--- src/rtl/hc5_pkg.sv ---
package hc5_pkg;
	localparam int PIXEL_BITS = 16;
	localparam int NUM_TAPS = 5;
	localparam int CFG_IDX_BITS = 3;
	localparam int CFG_DATA_BITS = 17;
	localparam int SUM_BITS = 36;
	localparam int NUM_BITS = 54;
	localparam int QUO_BITS = 38;

	localparam logic [CFG_IDX_BITS-1:0] REG_COEF4 = 3'd4;
	localparam logic [CFG_IDX_BITS-1:0] REG_DIVISOR = 3'd5;
	localparam logic [CFG_IDX_BITS-1:0] REG_BIAS = 3'd6;
	localparam logic [CFG_IDX_BITS-1:0] REG_MAX = 3'd7;

	typedef struct packed {
		logic load;      // new source pixel into the window
		logic flush;     // virtual right-edge copy
		logic mac_clr;   // clear accumulator
		logic mac_step;  // one tap
		logic div_start;
		logic div_step;
		logic emit;      // result into output register
		logic last;
	} hc5_cmd_t;

	typedef struct packed {
		logic can_emit;  // row_count was saturated before the last shift
		logic div_done;
		logic out_busy;
	} hc5_sts_t;
endpackage

--- src/rtl/hc5_datapath.sv ---
module hc5_datapath
	import hc5_pkg::*;
(
	input  logic                       clk,
	input  logic                       arst_n,
	input  hc5_cmd_t                   cmd,
	output hc5_sts_t                   sts,
	input  logic [2:0]                 tap,
	input  logic [PIXEL_BITS-1:0]      px,
	input  logic signed [15:0]         coef [NUM_TAPS],
	input  logic [15:0]                divisor,
	input  logic signed [16:0]         bias,
	input  logic [15:0]                max_value,
	input  logic                       row_clear,
	input  logic                       out_take,
	output logic                       out_valid,
	output logic [15:0]                out_pixel,
	output logic                       out_row_end
);
	logic [PIXEL_BITS-1:0] win_q [4];
	logic [PIXEL_BITS-1:0] cur_q;
	logic [1:0] cnt_q;
	logic emit_q;
	logic signed [SUM_BITS-1:0] acc_q;
	logic [NUM_BITS-1:0] rem_q;
	logic [QUO_BITS-1:0] quo_q;
	logic neg_q;
	logic [5:0] dcnt_q;
	logic [PIXEL_BITS-1:0] tsel;
	logic signed [16+PIXEL_BITS+1:0] prod;
	logic [16:0] d_ext;
	logic signed [34:0] bd;
	logic signed [NUM_BITS-1:0] num;
	logic [NUM_BITS:0] trial;
	logic [15:0] lim;
	logic signed [QUO_BITS:0] q;

	assign sts.can_emit = emit_q;
	assign sts.div_done = (dcnt_q == 6'd0);
	assign sts.out_busy = out_valid;

	always_comb begin
		tsel = (tap == 3'd4) ? cur_q : win_q[tap[1:0]];
		prod = coef[tap] * $signed({2'b0, tsel});
		d_ext = (divisor == 16'd0) ? 17'd1 : {1'b0, divisor};
		bd = bias * $signed({1'b0, d_ext});
		num = ((NUM_BITS'(acc_q) + NUM_BITS'(bd)) <<< 1) + NUM_BITS'($signed({1'b0, d_ext}));
		trial = {1'b0, rem_q}
			- ({{(NUM_BITS-17){1'b0}}, d_ext, 1'b0} << (dcnt_q - 6'd1));
		lim = (PIXEL_BITS >= 16 || max_value < 16'((1 << PIXEL_BITS) - 1))
			? max_value : 16'((1 << PIXEL_BITS) - 1);
		// floor for negative numerators: -(ceil(|n|/d))
		q = neg_q ? -$signed({1'b0, quo_q}) - ((rem_q != '0) ? 1 : 0) : $signed({1'b0, quo_q});
	end

	always_ff @(posedge clk or negedge arst_n) begin
		if (!arst_n) begin
			for (int i = 0; i < 4; i++) win_q[i] <= '0;
			cur_q <= '0;
			cnt_q <= '0;
			emit_q <= 1'b0;
			dcnt_q <= '0;
			out_valid <= 1'b0;
		end else begin
			if (cmd.load || cmd.flush) begin
				logic [PIXEL_BITS-1:0] v;
				v = cmd.load ? px : cur_q;
				cur_q <= v;
				for (int i = 0; i < 3; i++) win_q[i] <= (cnt_q == 0) ? v : win_q[i+1];
				win_q[3] <= (cnt_q == 0) ? v : cur_q;
				emit_q <= (cnt_q == 2'd2);
				if (cnt_q != 2'd2) cnt_q <= cnt_q + 2'd1;
			end
			if (row_clear) cnt_q <= '0;
			if (cmd.div_start) dcnt_q <= 6'd37;
			else if (cmd.div_step && dcnt_q != 0) dcnt_q <= dcnt_q - 6'd1;
			if (out_take) out_valid <= 1'b0;
			if (cmd.emit) out_valid <= 1'b1;
		end
	end

	// window shift happens before the taps are read, so the shifted window
	// holds taps 0..3 and cur_q tap 4
	always_ff @(posedge clk) begin
		if (cmd.mac_clr) acc_q <= '0;
		else if (cmd.mac_step) acc_q <= acc_q + SUM_BITS'(prod);
		if (cmd.div_start) begin
			neg_q <= num[NUM_BITS-1];
			rem_q <= num[NUM_BITS-1] ? NUM_BITS'(-num) : NUM_BITS'(num);
			quo_q <= '0;
		end else if (cmd.div_step && dcnt_q != 0) begin
			if (!trial[NUM_BITS]) begin
				rem_q <= trial[NUM_BITS-1:0];
				quo_q <= quo_q | (QUO_BITS'(1) << (dcnt_q - 6'd1));
			end
		end
		if (cmd.emit) begin
			out_row_end <= cmd.last;
			if (q < 0) out_pixel <= '0;
			else if (q > $signed({23'b0, lim})) out_pixel <= lim;
			else out_pixel <= q[15:0];
		end
	end
endmodule

--- src/rtl/hc5_ctrl.sv ---
module hc5_ctrl
	import hc5_pkg::*;
(
	input  logic      clk,
	input  logic      arst_n,
	input  logic      in_fire,
	input  logic      in_last,
	input  hc5_sts_t  sts,
	output hc5_cmd_t  cmd,
	output logic [2:0] tap,
	output logic      in_ready,
	output logic      row_clear
);
	typedef enum logic [5:0] {
		S_IDLE = 6'b000001, S_MAC = 6'b000010, S_DIVS = 6'b000100,
		S_DIV = 6'b001000, S_OUT = 6'b010000, S_FLUSH = 6'b100000
	} state_t;
	state_t state_q;
	logic [2:0] tap_q;
	logic end_q;
	logic [1:0] fl_q;
	logic last_q;

	assign tap = tap_q;
	assign in_ready = (state_q == S_IDLE);

	always_comb begin
		cmd = '0;
		row_clear = 1'b0;
		cmd.load = in_fire;
		cmd.mac_clr = in_fire || (state_q == S_FLUSH);
		cmd.flush = (state_q == S_FLUSH) && (fl_q != 0);
		cmd.mac_step = (state_q == S_MAC);
		cmd.div_start = (state_q == S_DIVS);
		cmd.div_step = (state_q == S_DIV);
		cmd.emit = (state_q == S_OUT) && !sts.out_busy;
		cmd.last = last_q;
		row_clear = (state_q == S_FLUSH) && (fl_q == 0);
	end

	always_ff @(posedge clk or negedge arst_n) begin
		if (!arst_n) begin
			state_q <= S_IDLE;
			tap_q <= '0;
			end_q <= 1'b0;
			fl_q <= '0;
			last_q <= 1'b0;
		end else begin
			unique case (state_q)
				S_IDLE: if (in_fire) begin
					end_q <= in_last;
					fl_q <= 2'd2;
					state_q <= S_MAC;
					tap_q <= '0;
				end
				S_MAC: begin
					// the count before the shift decides whether this step gives a result
					if (!sts.can_emit) state_q <= end_q ? S_FLUSH : S_IDLE;
					else if (tap_q == 3'd4) state_q <= S_DIVS;
					else tap_q <= tap_q + 3'd1;
				end
				S_DIVS: state_q <= S_DIV;
				S_DIV: if (sts.div_done) begin
					state_q <= S_OUT;
					last_q <= end_q && (fl_q == 0);
				end
				S_OUT: if (!sts.out_busy) state_q <= end_q ? S_FLUSH : S_IDLE;
				S_FLUSH: begin
					tap_q <= '0;
					if (fl_q == 0) begin
						state_q <= S_IDLE;
					end else begin
						fl_q <= fl_q - 2'd1;
						state_q <= S_MAC;
					end
				end
				default: state_q <= S_IDLE;
			endcase
		end
	end
endmodule

--- src/rtl/horizontal_convolution_5tap.sv ---
// Five-tap horizontal filter with replicated row edges. Pixels arrive one per
// s_axis transaction, tlast marking the row end; each result is the weighted
// sum divided by the divisor, plus bias, rounded half up and clamped. A pixel
// that gives a result passes from one accepted transaction to the next ready
// through the idle state, the taps in turn in the shared multiply-accumulate
// unit, a set-up step, the bit-serial restoring divider and the load of the
// output register. The first two pixels of a row give no result. A row end
// adds two passes for the right-edge copies and a step to clear the row count.
// A result not yet taken at m_axis holds the next pass in its output step. A
// row of W pixels gives W results and the last one is flagged with tlast.
// Configuration writes are taken at once and belong between rows while the
// block is idle.
module horizontal_convolution_5tap
	import hc5_pkg::*;
(
	input  logic        clk,
	input  logic        arst_n,
	input  logic        s_axis_tvalid,
	output logic        s_axis_tready,
	input  logic [15:0] s_axis_tdata,  // pixel
	input  logic        s_axis_tlast,  // row_end
	output logic        m_axis_tvalid,
	input  logic        m_axis_tready,
	output logic [15:0] m_axis_tdata,  // out_pixel
	output logic        m_axis_tlast,  // out_row_end
	input  logic        cfg_valid,
	output logic        cfg_ready,
	input  logic [2:0]  cfg_index,
	input  logic [16:0] cfg_data
);
	logic signed [15:0] coef_q [NUM_TAPS];
	logic [15:0] divisor_q, max_q;
	logic signed [16:0] bias_q;
	hc5_cmd_t cmd;
	hc5_sts_t sts;
	logic [2:0] tap;
	logic row_clear;
	logic in_fire;

	assign cfg_ready = 1'b1;
	assign in_fire = s_axis_tvalid && s_axis_tready;

	// configuration registers
	always_ff @(posedge clk or negedge arst_n) begin
		if (!arst_n) begin
			for (int i = 0; i < NUM_TAPS; i++) coef_q[i] <= '0;
			coef_q[2] <= 16'sd1;
			divisor_q <= 16'd1;
			bias_q <= '0;
			max_q <= 16'd255;
		end else if (cfg_valid) begin
			if (cfg_index <= REG_COEF4) coef_q[cfg_index] <= cfg_data[15:0];
			else if (cfg_index == REG_DIVISOR) divisor_q <= cfg_data[15:0];
			else if (cfg_index == REG_BIAS) bias_q <= cfg_data;
			else if (cfg_index == REG_MAX) max_q <= cfg_data[15:0];
		end
	end

	hc5_ctrl u_ctrl (
		.clk, .arst_n, .in_fire, .in_last(s_axis_tlast), .sts, .cmd, .tap,
		.in_ready(s_axis_tready), .row_clear
	);

	hc5_datapath u_dp (
		.clk, .arst_n, .cmd, .sts, .tap, .px(s_axis_tdata[PIXEL_BITS-1:0]),
		.coef(coef_q), .divisor(divisor_q), .bias(bias_q), .max_value(max_q),
		.row_clear, .out_take(m_axis_tvalid && m_axis_tready),
		.out_valid(m_axis_tvalid), .out_pixel(m_axis_tdata), .out_row_end(m_axis_tlast)
	);

	// no new pixel while a pass is under way
	a_busy: assert property (@(posedge clk) disable iff (!arst_n)
		cmd.mac_step |-> !s_axis_tready) else $error("input taken mid pass");
	// a held result is never overwritten
	a_hold: assert property (@(posedge clk) disable iff (!arst_n)
		(m_axis_tvalid && !m_axis_tready) |=> $stable(m_axis_tdata))
		else $error("result overwritten");
endmodule
--- config.mk ---
export PLATFORM = sky130hd
export DESIGN_NAME = horizontal_convolution_5tap
export DESIGN_NICKNAME = d
export VERILOG_FILES = /design/src/rtl/hc5_pkg.sv /design/src/rtl/hc5_datapath.sv /design/src/rtl/hc5_ctrl.sv /design/src/rtl/horizontal_convolution_5tap.sv
export SDC_FILE = /design/constraint.sdc
export NUM_CORES = 2
export LEC_CHECK = 0
export BUFFER_PORTS_ARGS = -buffer_cell sky130_fd_sc_hd__buf_2
export CELL_PAD_IN_SITES_DETAIL_PLACEMENT = 0
export CELL_PAD_IN_SITES_GLOBAL_PLACEMENT = 1
export CORE_MARGIN = 3
export CORE_UTILIZATION = 43
export DETAILED_ROUTE_END_ITERATION = 10
export PLACE_DENSITY_LB_ADDON = 0.05
export SYNTH_ARGS = -nofsm -noshare
export SYNTH_HDL_FRONTEND = slang
export SYNTH_SLANG_ARGS = --single-unit
--- constraint.sdc ---
create_clock -name clk -period 9.89 [get_ports clk]
set_input_delay 1.4835 -clock clk [delete_from_list [all_inputs] [get_ports clk]]
set_output_delay 1.4835 -clock clk [all_outputs]
set_load 0.03 [all_outputs]
# [After elaboration in Yosys (flattened, before gate mapping)]
# Cells that the tools add are included.
[totals] ff_bits=378 input_bits=42 out_inout_bits=20 wordCells=159
[op_classes] addsub=11 mul=2 magnitude_cmp=7 n_eq_ne=20 shift=2 n_mux=45 n_bitwise=8 n_reduce_logical=36
[op_table] operator="2-to-1 mux 54 bit" count=4
[op_table] operator="2-to-1 mux 16 bit" count=13
[op_table] operator="bitwise mux 80 bit" count=1
[op_table] operator="<< shifter 18 x 6 -> 55 bit" count=1
[op_table] operator="subtractor 54 x 55 -> 55 bit" count=1
[op_table] operator="adder 54 x 18 -> 54 bit" count=1
[op_table] operator="negator 54 bit" count=1
[op_table] operator="nonzero test 54 bit" count=1
[op_table] operator="binary-select mux 16 bit (select 3 bit)" count=1
[op_table] operator="demux 16 bit (select 3 bit)" count=1
[op_table] operator="2-to-1 mux 6 bit" count=8
[op_table] operator="> comparator 39 x 17 -> 1 bit" count=1
[op_table] operator="less-than comparator 39 x 1 -> 1 bit, second input constant" count=1
[op_table] operator="2-to-1 mux 39 bit" count=1
[op_table] operator="negator 38 -> 39 bit" count=1
[op_table] operator="subtractor 39 bit" count=1
[op_table] operator="bitwise OR 38 bit" count=1
[op_table] operator="<< shifter 1 x 6 -> 38 bit, first input constant" count=1
[op_table] operator="adder 36 x 35 -> 37 bit" count=1
[op_table] operator="adder 36 x 33 -> 36 bit" count=1
[op_table] operator="case mux 6 bit (6 select lines)" count=1
[op_table] operator="multiplier 17 x 17 -> 34 bit" count=1
[op_table] operator="multiplier 16 x 17 -> 33 bit" count=1
[op_table] operator="binary-select mux 16 bit (select 2 bit)" count=1
[op_table] operator="40 further kinds" count=85

# [Longest topological paths before layout]
[depth] word_depth=8 mapped_depth=44 mapped_depth_nobuf=40

# [Cells and area by module]
# From an unflattened synthesis, not the netlist that was laid out.
[unflattened] hier_cells=5316 hier_area_um2=47934.7
[modules_own_cells] module="hc5_datapath" instances=1 cells_per_inst=4941 area_per_inst_um2=42071.6 seq_area_each_um2=5895.7
[modules_own_cells] module="horizontal_convolution_5tap" instances=1 cells_per_inst=285 area_per_inst_um2=4989.8 seq_area_each_um2=3240.6
[modules_own_cells] module="hc5_ctrl" instances=1 cells_per_inst=90 area_per_inst_um2=873.3 seq_area_each_um2=326.6

# [Worst setup path before layout]
# OpenSTA, ideal clock, no wires.
[synth_path] path_type="register to register" start="reg divisor_q[10]" end="reg u_dp.rem_q[36] (data pin)" setup_ps=257 t_arrival_ps=9433 slack_ps=200 path_stages_with_launch=40 n_path_buf=3 period_less_slack_ps=9690 cell_sequence="dfrtp_1 > clkbuf_1 > clkbuf_1 > nand2_1 > fa_1 > inv_1 > fa_1 > inv_1 > fa_1 > inv_1 > fa_1 > fa_1 > inv_1 > fa_1 > inv_1 > ha_1 > a21oi_1 > o221a_2 > [... 4 more ...] > o221ai_1 > o21ai_0 > a211oi_1 > nor2_1 > ha_1 > clkbuf_1 > and2_1 > a221oi_1 > o21a_1 > xnor2_1 > or3_1 > a211oi_2 > nand3_2 > o31ai_1 > o211ai_1 > or4b_1 > mux2i_1 > nand2_1"
[synth_between] elab_chain_cells=8 word_cells_on_any_way=12
[synth_lines] item="start, declared" line="horizontal_convolution_5tap.sv:32" rtl="logic [15:0] divisor_q, max_q;"
[synth_lines] item="start signal, assigned" line="horizontal_convolution_5tap.sv:53" rtl="else if (cfg_index == REG_DIVISOR) divisor_q <= cfg_data[15:0];"
[synth_lines] item="zero test 16 bit" line="hc5_datapath.sv:45" rtl="d_ext = (divisor == 16'd0) ? 17'd1 : {1'b0, divisor};"
[synth_lines] item="2-to-1 mux 16 bit *" line="hc5_datapath.sv:45"
[synth_lines] item="multiplier 17 x 17 -> 34 bit" line="hc5_datapath.sv:46" rtl="bd = bias * $signed({1'b0, d_ext});"
[synth_lines] item="adder 36 x 35 -> 37 bit" line="hc5_datapath.sv:47" rtl="num = ((NUM_BITS'(acc_q) + NUM_BITS'(bd)) <<< 1) + NUM_BITS'($signed({1'b0, d_ext}));"
[synth_lines] item="adder 54 x 18 -> 54 bit" line="hc5_datapath.sv:47"
[synth_lines] item="negator 54 bit" line="hc5_datapath.sv:89" rtl="rem_q <= num[NUM_BITS-1] ? NUM_BITS'(-num) : NUM_BITS'(num);"
[synth_lines] item="2-to-1 mux 54 bit" line="hc5_datapath.sv:89"
[synth_lines] item="2-to-1 mux 54 bit *" line="hc5_datapath.sv:87" rtl="if (cmd.div_start) begin"
[synth_lines] item="end signal, assigned" line="hc5_datapath.sv:89"
[synth_lines] item="end signal, assigned" line="hc5_datapath.sv:93" rtl="rem_q <= trial[NUM_BITS-1:0];"
[synth_lines] item="end, declared" line="hc5_datapath.sv:25" rtl="logic [NUM_BITS-1:0] rem_q;"
# Mark *: on every way between the ends. The rest lies on a longest branch, timed or not. The select of a mux whose other input is x is not followed.
# A chain may end at the register's enable or synchronous reset.

# [Final worst setup path]
[layout_path] start="reg divisor_q[7]" end="reg u_dp.rem_q[31] (data pin)"
# The elaborated chain is that of the path after synthesis.

==> results.ini <==
[global_route]
grt_pass1_vias=38900
grt_start_max_net_pins=131
grt_pass1_wl_um=232000
grt.overflow.total=0
antenna_found_initial=6
track_usage_pct=26.0

[cells_and_area]
layout.cells.most_common=inv_1
final.fill_count=10700
area_growth_pct=12.2
layout_common_cells=inv_1 (786), nand2_1 (617), fa_1 (507)
regArea_um2=9480
nets=6492
drive_gt1_share_pct=15.1
multi_input_area_um2=34800
fin_area_um2=53500

[setup_path]
required_ps=10280
cp_max_fo=8
critPathMaxStageDelay_ps=550
worstPathArrival_ps=9900
start_kind=register
end_kind=register
cp_slowest_cell=fa_1
cp.buffers_inverters=8
critPathKind=reg -> reg
critical_path.most_common_cell=fa_1
path_delay_family=adder cells

[drt]
vias_per_cell=5.42
drt_iter0_markers=2378
ant_nets=0
drc=0
num_vias=38300
firstDrtPassIters=6
routed_wl_um=148000
avgRoutedWirePerCell_um=20.9

[timing]
fin_ws_ps=377
setup_viol_count_final=0
tightest_slew_ps=1110
skew_ps=45.2
timing.fmax_ghz=0.105
fin_crit_ps=9510
post-route-period-util_pct=96.2
hold_ws_ps=455
slew-limit-headroom_pct=25.9
slew_viol_final=0
hold_viol_final=0

[placed_design]
place_ws_ps=-50.9
gp_congestion=0.890
dpl.hpwl_um=119000
io_buffer_count=60
placed_area_um2=51100

[run]
cap_violations=0

[clock_network]
clkLatencyLatePin_ps=660
root_buffer=clkbuf_16
cts.sinks=378
clkTransAtPathRegs_ps=70
ctsHoldBuffers=0
numCtsBuffers=49
tritoncts=built
clock_path_buffers=3
h-tree-depth=2

[synth]
ys.flop_type=dfrtp_1
ys_warn_count=0
syn_area_um2=47700
synth_cells=5377
async_reset_ff_share_pct=61.4
syn_nets=6316
avgSynthCellArea_um2=8.87
synth_seq_area_share_pct=19.8
ys_ff_latch=378
synth_edf_count=72
synthDistinctLibCells=111

[status]
outcome=complete, no violations

[floorplan]
core_um2=109000
die_w_um=339
ioPinCount=62
start_util_pct=43.6
dieArea_um2=115000
rows=121
die_y_um=339

[min_path]
hold_path.class=reg -> reg

state kept, by name, summed over array words and instances, names as in the netlist:
signal,flops
bias_q,17
u_dp.out_row_end,1
u_ctrl.fl_q,2
u_ctrl.end_q,1
u_dp.cur_q,16
u_ctrl.state_q,6
u_dp.cnt_q,2
u_dp.quo_q,38
u_dp.win_q,64
u_dp.emit_q,1
u_dp.dcnt_q,6
coef_q,80
u_dp.out_pixel,16
u_dp.rem_q,54
u_dp.neg_q,1
u_ctrl.last_q,1
max_q,16
u_ctrl.tap,3
u_dp.out_valid,1
u_dp.acc_q,36
divisor_q,16
per-stage QoR:
step           utilization [%]  cells  setup TNS (ps)
6_report                  48.9   7070               0
5_1_grt                   48.9   7069           -27.8
4_1_cts                   48.3   7045               0
3_5_place_dp              46.7   6954           -50.9
3_3_place_gp              46.7   6954           -45.7
2_1_floorplan                -   5377               0
what timing repair did:
action,CTS,global route
setup buffers,0,24
resized for setup,6,110
setup endpoints to repair,3,46
pin swaps,0,68
metal layers:
metal  part of all wire (%)  track usage [%]  up-vias
met2                     46             41.6      830
met1                     46             36.0    19000
met4                    3.1             7.44        2
met5                 0.0088                0        -
met3                    5.7             4.68      171
li1                       -                -    18300
cell families after synthesis:
kind of cell               count (synthesis)  synth area share [%]
and+or+nand+nor                         1541                  15.2
buffers and inverters                   1032                  8.30
AOI/OAI and AO/OA                       1021                  13.8
adders and majority gates                897                  31.5
DFF                                      378                  19.8
muxes                                    272                  6.96
xor gates and xnor gates                 235                  4.36
other                                      1               0.00786
cells in the mapped netlist (22+ instances only):
library cell	instances	area (µm²)
a211oi_1	27	203
xnor2_1	149	1310
nand4_1	38	238
edfxtp_1	72	2160
clkbuf_1	200	751
nor2_1	335	1260
mux4_2	30	676
and3_1	31	194
mux2i_1	67	671
ha_1	389	4870
or3_1	22	138
nand3_1	79	395
o21bai_1	24	180
nand2_1	618	2320
nor4_1	38	238
and2_1	157	982
a21o_1	97	728
a31oi_1	33	206
xor2_1	83	727
inv_1	787	2950
nand2b_1	46	288
dfrtp_1	221	5530
dfxtp_1	74	1480
nor3_1	55	275
fa_1	508	10200
a21oi_1	256	1280
o21a_1	37	278
o31ai_1	23	173
a32o_1	38	380
mux2_2	174	1960
nor2b_1	28	175
or2_2	30	188
o21ai_0	290	1450
layout make-up:
| class | count | share of cell area [%] |
|---|---|---|
| Multi-Input combinational cell | 3967 | 65.0 |
| Clock inverter | 29 | 0.676 |
| Timing Repair Buffer | 366 | 5.07 |
| Antenna cell | 1 | 0.00467 |
| Sequential cell | 378 | 17.7 |
| Inverter | 791 | 5.55 |
| Tap cell | 1476 | 3.45 |
| Clock buffer | 62 | 2.56 |
worst paths after layout:
kind                               startpoint               end  slack [ps]  depth (start not counted)
worst min-delay path            u_ctrl.last_q  u_dp.out_row_end         460                          0
worst max register to register   divisor_q[7]    u_dp.rem_q[31]         380                         36
max in group asynchronous              arst_n        coef_q[13]        7780                          2
worst max-delay path             divisor_q[7]    u_dp.rem_q[31]         380                         36
min in group asynchronous              arst_n         max_q[14]         920                          1
worst min register to register  u_ctrl.last_q  u_dp.out_row_end         460                          0
Power is left out: the tool's default activity adds up to more than one toggle a clock period on the data nets, which glitch-free logic cannot reach.
